--- src/hdl/mandelbrot_escape_time_macros.svh ---
// Assertion macros for the escape-time block.
// Used by hdl/mbe_ctrl.sv; expects clk_i and rst_ni in scope.
`ifndef MANDELBROT_ESCAPE_TIME_MACROS_SVH
`define MANDELBROT_ESCAPE_TIME_MACROS_SVH

`ifndef NO_ASSERTIONS

// Plain property, checked at every rising clock edge outside reset.
`define MBE_ASSERT(name, prop) \
  name: assert property (@(posedge clk_i) disable iff (!rst_ni) (prop)) \
    else $error("assertion failed");

// Same-cycle implication.
`define MBE_ASSERT_IMP(name, ante, cons) \
  name: assert property (@(posedge clk_i) disable iff (!rst_ni) (ante) |-> (cons)) \
    else $error("implication failed");

// Next-cycle implication.
`define MBE_ASSERT_NEXT(name, ante, cons) \
  name: assert property (@(posedge clk_i) disable iff (!rst_ni) (ante) |=> (cons)) \
    else $error("next-cycle implication failed");

`else

`define MBE_ASSERT(name, prop)
`define MBE_ASSERT_IMP(name, ante, cons)
`define MBE_ASSERT_NEXT(name, ante, cons)

`endif

`endif

--- src/hdl/mbe_pkg.sv ---
// Shared constants and controller/datapath interface types for the
// escape-time block. No dependencies.
package mbe_pkg;

  localparam int unsigned WORD_BITS  = 32;
  localparam int unsigned FRAC_BITS  = 27;
  localparam int unsigned COUNT_BITS = 12;

  localparam logic [COUNT_BITS-1:0] MAX_ITER_RESET = COUNT_BITS'(511);

  // full-width product, sum of squares, and widened update sum
  localparam int unsigned PROD_W = 2 * WORD_BITS;
  localparam int unsigned SQ_W   = PROD_W + 1;
  localparam int unsigned SUM_W  = PROD_W + 2;

  // |z|^2 < 4 in Q(2F) is sum < 2^(2F+2)
  localparam logic [SQ_W-1:0] ESC_LIMIT = SQ_W'(1) << (2 * FRAC_BITS + 2);

  localparam logic signed [SUM_W-1:0] SAT_MAX = (SUM_W'(1) <<< (WORD_BITS - 1)) - SUM_W'(1);
  localparam logic signed [SUM_W-1:0] SAT_MIN = -(SUM_W'(1) <<< (WORD_BITS - 1));

  typedef struct packed {
    logic load;    // capture c, z <= c
    logic mul;     // register x*x, y*y, x*y
    logic update;  // z <= z^2 + c
  } dp_cmd_t;

  typedef struct packed {
    logic escaped; // |z|^2 >= 4 on the registered products
  } dp_sts_t;

endpackage

--- src/hdl/mbe_ctrl.sv ---
// Sequencer for the escape-time block: iteration counter, limit register,
// input handshake and result register. Depends on mbe_pkg and the macros header.
`include "mandelbrot_escape_time_macros.svh"

module mbe_ctrl (
  input  logic                                  clk_i,
  input  logic                                  rst_ni,
  input  logic                                  cfg_we_i,
  input  logic [mbe_pkg::COUNT_BITS-1:0]        cfg_wdata_i,
  input  logic                                  in_valid_i,
  output logic                                  in_stall_o,
  output logic                                  out_valid_o,
  input  logic                                  out_stall_i,
  output logic [mbe_pkg::COUNT_BITS-1:0]        iteration_count_o,
  output mbe_pkg::dp_cmd_t                      cmd_o,
  input  mbe_pkg::dp_sts_t                      sts_i
);
  import mbe_pkg::*;

  typedef enum logic [1:0] {
    ST_IDLE,
    ST_MUL,
    ST_EVAL
  } state_e;

  state_e                state_q, state_d;
  logic [COUNT_BITS-1:0] cnt_q, cnt_d;
  logic [COUNT_BITS-1:0] max_iter_q, max_iter_d;
  logic                  out_valid_q, out_valid_d;
  logic [COUNT_BITS-1:0] out_count_q, out_count_d;
  logic                  in_xfer, out_free, finish;

  assign in_stall_o        = (state_q != ST_IDLE);
  assign in_xfer           = in_valid_i && !in_stall_o;
  assign out_valid_o       = out_valid_q;
  assign iteration_count_o = out_count_q;
  assign out_free          = !out_valid_q || !out_stall_i;
  assign finish            = sts_i.escaped || (cnt_q == max_iter_q);

  always_comb begin
    state_d     = state_q;
    cnt_d       = cnt_q;
    max_iter_d  = cfg_we_i ? cfg_wdata_i : max_iter_q;
    out_valid_d = out_valid_q && out_stall_i;
    out_count_d = out_count_q;
    cmd_o       = '0;
    case (state_q)
      ST_IDLE: begin
        if (in_xfer) begin
          cmd_o.load = 1'b1;
          cnt_d      = '0;
          state_d    = ST_MUL;
        end
      end
      ST_MUL: begin
        cmd_o.mul = 1'b1;
        state_d   = ST_EVAL;
      end
      ST_EVAL: begin
        if (finish) begin
          // hold here until the result register can take the count
          if (out_free) begin
            out_valid_d = 1'b1;
            out_count_d = cnt_q;
            state_d     = ST_IDLE;
          end
        end else begin
          cmd_o.update = 1'b1;
          cnt_d        = cnt_q + 1'b1;
          state_d      = ST_MUL;
        end
      end
      default: begin
        state_d = ST_IDLE;
      end
    endcase
  end

  always_ff @(posedge clk_i or negedge rst_ni) begin
    if (!rst_ni) begin
      state_q     <= ST_IDLE;
      cnt_q       <= '0;
      max_iter_q  <= MAX_ITER_RESET;
      out_valid_q <= 1'b0;
      out_count_q <= '0;
    end else begin
      state_q     <= state_d;
      cnt_q       <= cnt_d;
      max_iter_q  <= max_iter_d;
      out_valid_q <= out_valid_d;
      out_count_q <= out_count_d;
    end
  end

  `MBE_ASSERT_NEXT(a_accept_starts_mul, in_xfer, state_q == ST_MUL)
  `MBE_ASSERT_NEXT(a_mul_then_eval, state_q == ST_MUL, state_q == ST_EVAL)
  `MBE_ASSERT_IMP(a_result_on_finish, $rose(out_valid_q), $past(state_q == ST_EVAL && finish))

endmodule

--- config.mk ---
export PLATFORM = sky130hd
export DESIGN_NAME = mbe_ctrl
export DESIGN_NICKNAME = d
export VERILOG_FILES = /design/src/hdl/mbe_pkg.sv /design/src/hdl/mbe_ctrl.sv
export VERILOG_INCLUDE_DIRS = /design/src /design/src/hdl
export SDC_FILE = /design/constraint.sdc
export NUM_CORES = 1
export LEC_CHECK = 0
export BUFFER_PORTS_ARGS = -buffer_cell sky130_fd_sc_hd__buf_2
export CAP_MARGIN = 20
export CORE_MARGIN = 2
export CORE_UTILIZATION = 50
export DETAILED_ROUTE_END_ITERATION = 10
export PLACE_DENSITY = 0.73
export SYNTH_ARGS = -nofsm -noshare
export SYNTH_HDL_FRONTEND = slang
export SYNTH_SLANG_ARGS = --single-unit
--- constraint.sdc ---
create_clock -name clk_i -period 4.1 [get_ports clk_i]
set_input_delay 0.41 -clock clk_i [delete_from_list [all_inputs] [get_ports clk_i]]
set_output_delay 0.41 -clock clk_i [all_outputs]
set_load 0.01 [all_outputs]
## Yosys cells after proc, flatten, opt, wreduce, memory -nomap -nowiden

Cells that the tools add are included.

| word-level totals | value |
|---|---|
| bits in registers | 39 |
| word-level logic and storage cells | 40 |

| cells by class | value |
|---|---|
| $add $sub $neg | 1 |
| eq/ne operators | 6 |
| muxes and demuxes | 15 |
| reductions and logical operators | 13 |

Operators with widths:

| kind | number |
|---|---|
| $mux 12 | 2 |
| $pmux 12 s2 | 1 |
| $add 12x1->12 const B | 1 |
| $eq 12x12->1 | 1 |
| $mux 1 | 8 |
| $mux 2 | 3 |
| $pmux 2 s3 | 1 |
| $reduce_and 3->1 | 2 |
| $ne 2x2->1 const B | 2 |
| $reduce_bool 2->1 | 2 |
| $logic_not 1->1 | 3 |
| $ne 3x3->1 const B | 1 |
| $eq 2x1->1 const B | 1 |
| $eq 2x2->1 const B | 1 |
| $logic_and 1x1->1 | 2 |
| $logic_not 2->1 | 1 |
| $logic_or 1x1->1 | 2 |
| $reduce_and 2->1 | 1 |

## Depth between registers and ports, before layout

| logic depth | value |
|---|---|
| word-level depth | 5 |
| mapped depth | 7 |
| mapped depth without buffers | 6 |

## Least setup slack after synthesis

Ideal clock, no wire load.

| path | value |
|---|---|
| kind | reg-to-reg |
| from | reg max_iter_q[0] |
| to | reg out_count_q[10], in the netlist iteration_count_o[10] |
| library setup time | 0.125 ns |
| data arrival time | 1.846 ns |
| required time | 3.975 ns |
| setup slack | 2.129 ns |
| stages on the path, launching flop included | 7 |
| period minus slack after synthesis | 1.971 ns |
| cell sequence | dfstp_2 xor2_1 nor4_2 a31oi_1 nor3b_2 buf_6 mux2_4 |

| on the way | value |
|---|---|
| longest elaborated chain between the ends | 3 |

RTL lines:

| element | RTL line | source |
|---|---|---|
| start: declaration | mbe_ctrl.sv:28 | `logic [COUNT_BITS-1:0] max_iter_q, max_iter_d;` |
| start signal: assignment | mbe_ctrl.sv:89 | `max_iter_q <= max_iter_d;` |
| $eq 12x12->1 | mbe_ctrl.sv:38 | `assign finish = sts_i.escaped \|\| (cnt_q == max_iter_q);` |
| $logic_or 1x1->1 | mbe_ctrl.sv:38 |  |
| $reduce_and 3->1 (no line) | -- |  |
| end signal: assignment | mbe_ctrl.sv:91 | `out_count_q <= out_count_d;` |
| end: declaration | mbe_ctrl.sv:30 | `logic [COUNT_BITS-1:0] out_count_q, out_count_d;` |

No other way between the ends.
A chain may end at the register's enable or synchronous reset.

==> report_table.html <==
<table>
<tr><th>Metric</th><th>Value</th></tr>
<tr><th colspan="2">Route</th></tr>
<tr><td>Number of optimization iterations in the first detailed-route pass</td><td>4</td></tr>
<tr><td>Number of nets with antenna violations after routing</td><td>0</td></tr>
<tr><td>Vias per cell</td><td>5.42</td></tr>
<tr><td>Violation count after the first detailed-routing iteration</td><td>75</td></tr>
<tr><td>Overall via count from detail_route</td><td>between 1000 and 1500</td></tr>
<tr><td>Average routed wire per standard cell</td><td>15.1 um</td></tr>
<tr><td>Routed wire length</td><td>3550 um</td></tr>
<tr><td>Remaining routing DRC violations</td><td>0</td></tr>
<tr><th colspan="2">Global route</th></tr>
<tr><td>Initial antenna violation count</td><td>0</td></tr>
<tr><td>All-Layer GR Usage</td><td>a little under a fifth</td></tr>
<tr><td>Vias in the first global route</td><td>1318</td></tr>
<tr><td>Global-route wire length before repair</td><td>6170 um</td></tr>
<tr><td>Leftover overflow at the end of global routing</td><td>0</td></tr>
<tr><td>Maximum number of pins on one net before global-route repair</td><td>40</td></tr>
<tr><th colspan="2">Setup path</th></tr>
<tr><td>Crit Reg-Reg Endpoint</td><td>cnt_q[6]$_DFFE_PN0P_</td></tr>
<tr><td>Worst Path Max Fanout</td><td>19</td></tr>
<tr><td>Crit-path max cell delay</td><td>0.73 ns</td></tr>
<tr><td>Crit path DAT</td><td>2.09 ns</td></tr>
<tr><td>Required time worst endpoint</td><td>3.69 ns</td></tr>
<tr><td>WP buf/inv</td><td>1</td></tr>
<tr><td>Nature of the critical path startpoint</td><td>flop</td></tr>
<tr><td>Ordered list of cells on the worst path</td><td>xor2_1 -&gt; nor4_2 -&gt; a31oi_2 -&gt; buf_2</td></tr>
<tr><td>Worst path depth</td><td>4</td></tr>
<tr><td>Cell with the largest stage delay on the worst path</td><td>sky130_fd_sc_hd__a31oi_2</td></tr>
<tr><td>Type of the worst setup path</td><td>flop to output port</td></tr>
<tr><td>Logic depth of the worst register-to-register path</td><td>6</td></tr>
<tr><td>Dominant delay contributor by cell family on the critical path</td><td>compound AO/OA/AOI/OAI gates</td></tr>
<tr><td>Beginning of the worst register-to-register path</td><td>cnt_q[0]$_DFFE_PN0P_</td></tr>
<tr><td>R2R setup slack</td><td>1.89 ns</td></tr>
<tr><td>Critical path capture point type</td><td>output port</td></tr>
<tr><th colspan="2">STA</th></tr>
<tr><td>Clock period minus final worst setup slack</td><td>between 2 and 2.5 ns</td></tr>
<tr><td>Setup Total Neg Slack</td><td>0 ns</td></tr>
<tr><td>Measured slew at the worst slew-check pin</td><td>0.869 ns</td></tr>
<tr><td>Worst path setup slack after routing</td><td>1.60 ns</td></tr>
<tr><td>Final worst clock skew</td><td>0.0128 ns</td></tr>
<tr><td>Max Freq</td><td>~400 MHz</td></tr>
<tr><td>Final worst-path cycle share</td><td>61.0%</td></tr>
<tr><td>Normalized max-slew margin</td><td>41.9%</td></tr>
<tr><td>Hold slack</td><td>0.205 ns</td></tr>
<tr><td>Hold violation count in the final report</td><td>0</td></tr>
<tr><td>Total setup violations reported at the end of the flow</td><td>0</td></tr>
<tr><td>Number of pins exceeding their max-slew limit in the final report</td><td>0</td></tr>
<tr><td>Unrepaired setup endpoints after global routing</td><td>false</td></tr>
<tr><th colspan="2">Final layout</th></tr>
<tr><td>Final core utilization</td><td>60.6%</td></tr>
<tr><td>Final instance area</td><td>0.00222 sq mm</td></tr>
<tr><td>Non-filler instance count after layout</td><td>235</td></tr>
<tr><td>Nets</td><td>205</td></tr>
<tr><td>ANT cells</td><td>0</td></tr>
<tr><td>P&amp;R area growth vs syn</td><td>16.2%</td></tr>
<tr><td>Commonest non-fill, non-tap cell in the layout</td><td>sky130_fd_sc_hd__buf_2</td></tr>
<tr><td>Layout cells sized above 1</td><td>48.7%</td></tr>
<tr><td>Commonest cells after routing, fill and taps aside</td><td>sky130_fd_sc_hd__buf_2, sky130_fd_sc_hd__dfrtp_1, sky130_fd_sc_hd__mux2_2, sky130_fd_sc_hd__xor2_1, sky130_fd_sc_hd__mux2_4</td></tr>
<tr><th colspan="2">Logic synthesis</th></tr>
<tr><td>Post-synthesis instance total</td><td>150</td></tr>
<tr><td>Cell taking the most area after synthesis</td><td>sky130_fd_sc_hd__dfrtp_1</td></tr>
<tr><td>Synthesis-stage register bit count</td><td>39</td></tr>
<tr><td>Share of synthesized area occupied by flip-flops and latches</td><td>51.7%</td></tr>
<tr><td>Mean Syn Cell Area</td><td>12.7 sq um</td></tr>
<tr><td>Commonest register cell after synthesis</td><td>sky130_fd_sc_hd__dfrtp_1</td></tr>
<tr><td>Top post-synthesis cells by area</td><td>sky130_fd_sc_hd__dfrtp_1, sky130_fd_sc_hd__dfstp_2, sky130_fd_sc_hd__mux2_2</td></tr>
<tr><td>Post-synth design cell area</td><td>0.00191 sq mm</td></tr>
<tr><td>Area fraction of the dominant cell type after synthesis</td><td>39.3%</td></tr>
<tr><td>Async set or reset register ratio after synthesis</td><td>100%</td></tr>
<tr><td>Warnings, synthesis</td><td>0</td></tr>
<tr><td>Number of nets produced by synthesis</td><td>169</td></tr>
<tr><td>Number of distinct library cells after synthesis</td><td>38</td></tr>
<tr><td>Count of flip-flops with a built-in enable after synthesis</td><td>0</td></tr>
<tr><th colspan="2">Clocking</th></tr>
<tr><td>TritonCTS clock tree</td><td>yes</td></tr>
<tr><td>Clock slew at reported path FFs</td><td>about 0.08 ns</td></tr>
<tr><td>Number of clock sinks</td><td>39</td></tr>
<tr><td>Source-to-sink clock delay at the later pin of the worst-skew pair</td><td>0.30 ns</td></tr>
<tr><td>Buffers from clock root to sink, at most</td><td>2</td></tr>
<tr><td>Number of buffers inserted during clock tree synthesis</td><td>5</td></tr>
<tr><td>Post-cts sizing count</td><td>0</td></tr>
<tr><td>Buffers inserted during post-CTS setup optimization</td><td>0</td></tr>
<tr><td>Hold Buf Count CTS</td><td>0</td></tr>
<tr><td>Clock root buffer master</td><td>sky130_fd_sc_hd__clkbuf_8</td></tr>
<tr><td>Number of H-tree branching levels</td><td>2</td></tr>
<tr><th colspan="2">Power and ir drop</th></tr>
<tr><td>Leakage dissipation</td><td>1.08 nW</td></tr>
<tr><td>PnR Total Power</td><td>1.09 mW</td></tr>
<tr><td>Power density of the placed cells</td><td>489 mW/mm^2</td></tr>
<tr><td>Highest ir drop seen on vdd</td><td>roughly 0.00028 V</td></tr>
<tr><th colspan="2">Die</th></tr>
<tr><td>Count of pins on the block boundary</td><td>35</td></tr>
<tr><td>Die span in y</td><td>65.8 um</td></tr>
<tr><td>Number of placement rows</td><td>22</td></tr>
<tr><td>Floorplan die area</td><td>0.00433 sq mm</td></tr>
<tr><td>Initial Utilization</td><td>52.2%</td></tr>
<tr><td>Area of the core</td><td>around 0.0037 sq mm</td></tr>
<tr><td>Die Width</td><td>65.8 um</td></tr>
<tr><th colspan="2">Placement</th></tr>
<tr><td>PortBufs</td><td>34</td></tr>
<tr><td>Dpl cell area</td><td>0.00210 sq mm</td></tr>
<tr><td>Cell total after placement</td><td>227</td></tr>
<tr><td>Pre-CTS worst setup slack</td><td>around 1.9 ns</td></tr>
<tr><td>Detailed Place HPWL</td><td>between 2000 and 3000 um</td></tr>
<tr><td>Routability-driven placement congestion ratio</td><td>around 0.84</td></tr>
<tr><th colspan="2">Min path</th></tr>
<tr><td>Worst hold path type</td><td>primary input to asynchronous set/reset pin</td></tr>
<tr><th colspan="2">Run</th></tr>
<tr><td>Number of violations of the max-capacitance limit</td><td>0</td></tr>
<tr><th colspan="2">Outcome</th></tr>
<tr><td>Run status</td><td>finished, final reports clean</td></tr>
</table>
## cell usage after synthesis, types with 2 or more instances
cell type / instances
sky130_fd_sc_hd__o21ai_1: 3
sky130_fd_sc_hd__nor3b_1: 2
sky130_fd_sc_hd__o22ai_1: 2
sky130_fd_sc_hd__buf_4: 2
sky130_fd_sc_hd__inv_1: 4
sky130_fd_sc_hd__nand3_1: 7
sky130_fd_sc_hd__or2_2: 2
sky130_fd_sc_hd__buf_6: 2
sky130_fd_sc_hd__dfrtp_1: 30
sky130_fd_sc_hd__and3_1: 3
sky130_fd_sc_hd__mux2_2: 18
sky130_fd_sc_hd__a31oi_1: 3
sky130_fd_sc_hd__dfstp_2: 9
sky130_fd_sc_hd__mux2_4: 10
sky130_fd_sc_hd__nor2_1: 4
sky130_fd_sc_hd__nand2_1: 8
sky130_fd_sc_hd__nor3_1: 2
sky130_fd_sc_hd__a22o_1: 3
sky130_fd_sc_hd__nor4_2: 2
sky130_fd_sc_hd__xor2_1: 13
sky130_fd_sc_hd__nor2b_1: 3
sky130_fd_sc_hd__nand2b_1: 2
## state kept, by name, summed over array words and instances, names as in the netlist
register	count
cnt_q	12
max_iter_q	12
out_valid_o	1
state_q	2
iteration_count_o	12
## power by group
part / leakage [nW] / internal (mW) / switching (mW)
combinational: 0.520 / 0.126 / 0.151
sequential: 0.502 / 0.437 / 0.0412
clock: 0.0612 / 0.197 / 0.134
total: 1.08 / 0.760 / 0.326
## worst max-delay path by stage
stage | startpoint | to | slack (ns)
after floorplan | max_iter_q[0]$_DFFE_PN1P_ | iteration_count_o[10]$_DFFE_PN0P_ | 2.13
after detailed placement | cnt_q[0]$_DFFE_PN0P_ | iteration_count_o[9]$_DFFE_PN0P_ | 1.92
after global routing | cnt_q[3]$_DFFE_PN0P_ | cmd_o[0] | 1.46
after CTS | max_iter_q[5]$_DFFE_PN1P_ | cmd_o[0] | 1.61
after global placement | cnt_q[0]$_DFFE_PN0P_ | iteration_count_o[11]$_DFFE_PN0P_ | 1.95
final | max_iter_q[5]$_DFFE_PN1P_ | cmd_o[0] | 1.60
## area by class of cell
class                   instances  area [sq um]
repair buffers                 35           178
clock buffers                   6          82.6
flip-flops and latches         39           987
clock inverters                 2          35.0
well taps                      48          60.1
fillers                       292          1440
multi-input cells             100           858
inverters                       5          18.8
## metal layers
layer | track usage, % | up-vias | share of wire [%]
met1 | 24.7 | 628 | 43
met4 | 7.81 | 0 | 1.9
met2 | 30.8 | 31 | 51
met3 | 4.09 | 7 | 4.2
li1 | - | 607 | -
met5 | 0 | - | 0
## worst register-to-register path: cells and delay by family, from the launching register on
kind / cells / cell delay, ns
xor+xnor: 1 / 0.18
simple gates: 2 / 0.73
flops: 1 / 0.47
compound gates: 2 / 0.63
buf+inv: 1 / 0.10
## cells by family after synthesis
kind of cell | count (synthesis) | share of synthesized area (%)
DFF | 39 | 51.7
xor gates and xnor gates | 13 | 5.96
buffers and inverters | 11 | 3.40
muxes | 28 | 18.5
adders and majority gates | 1 | 0.655
and+or+nand+nor | 40 | 12.9
AOI/OAI and AO/OA | 18 | 6.94
No activity file was read; power rests on OpenSTA's default activity.
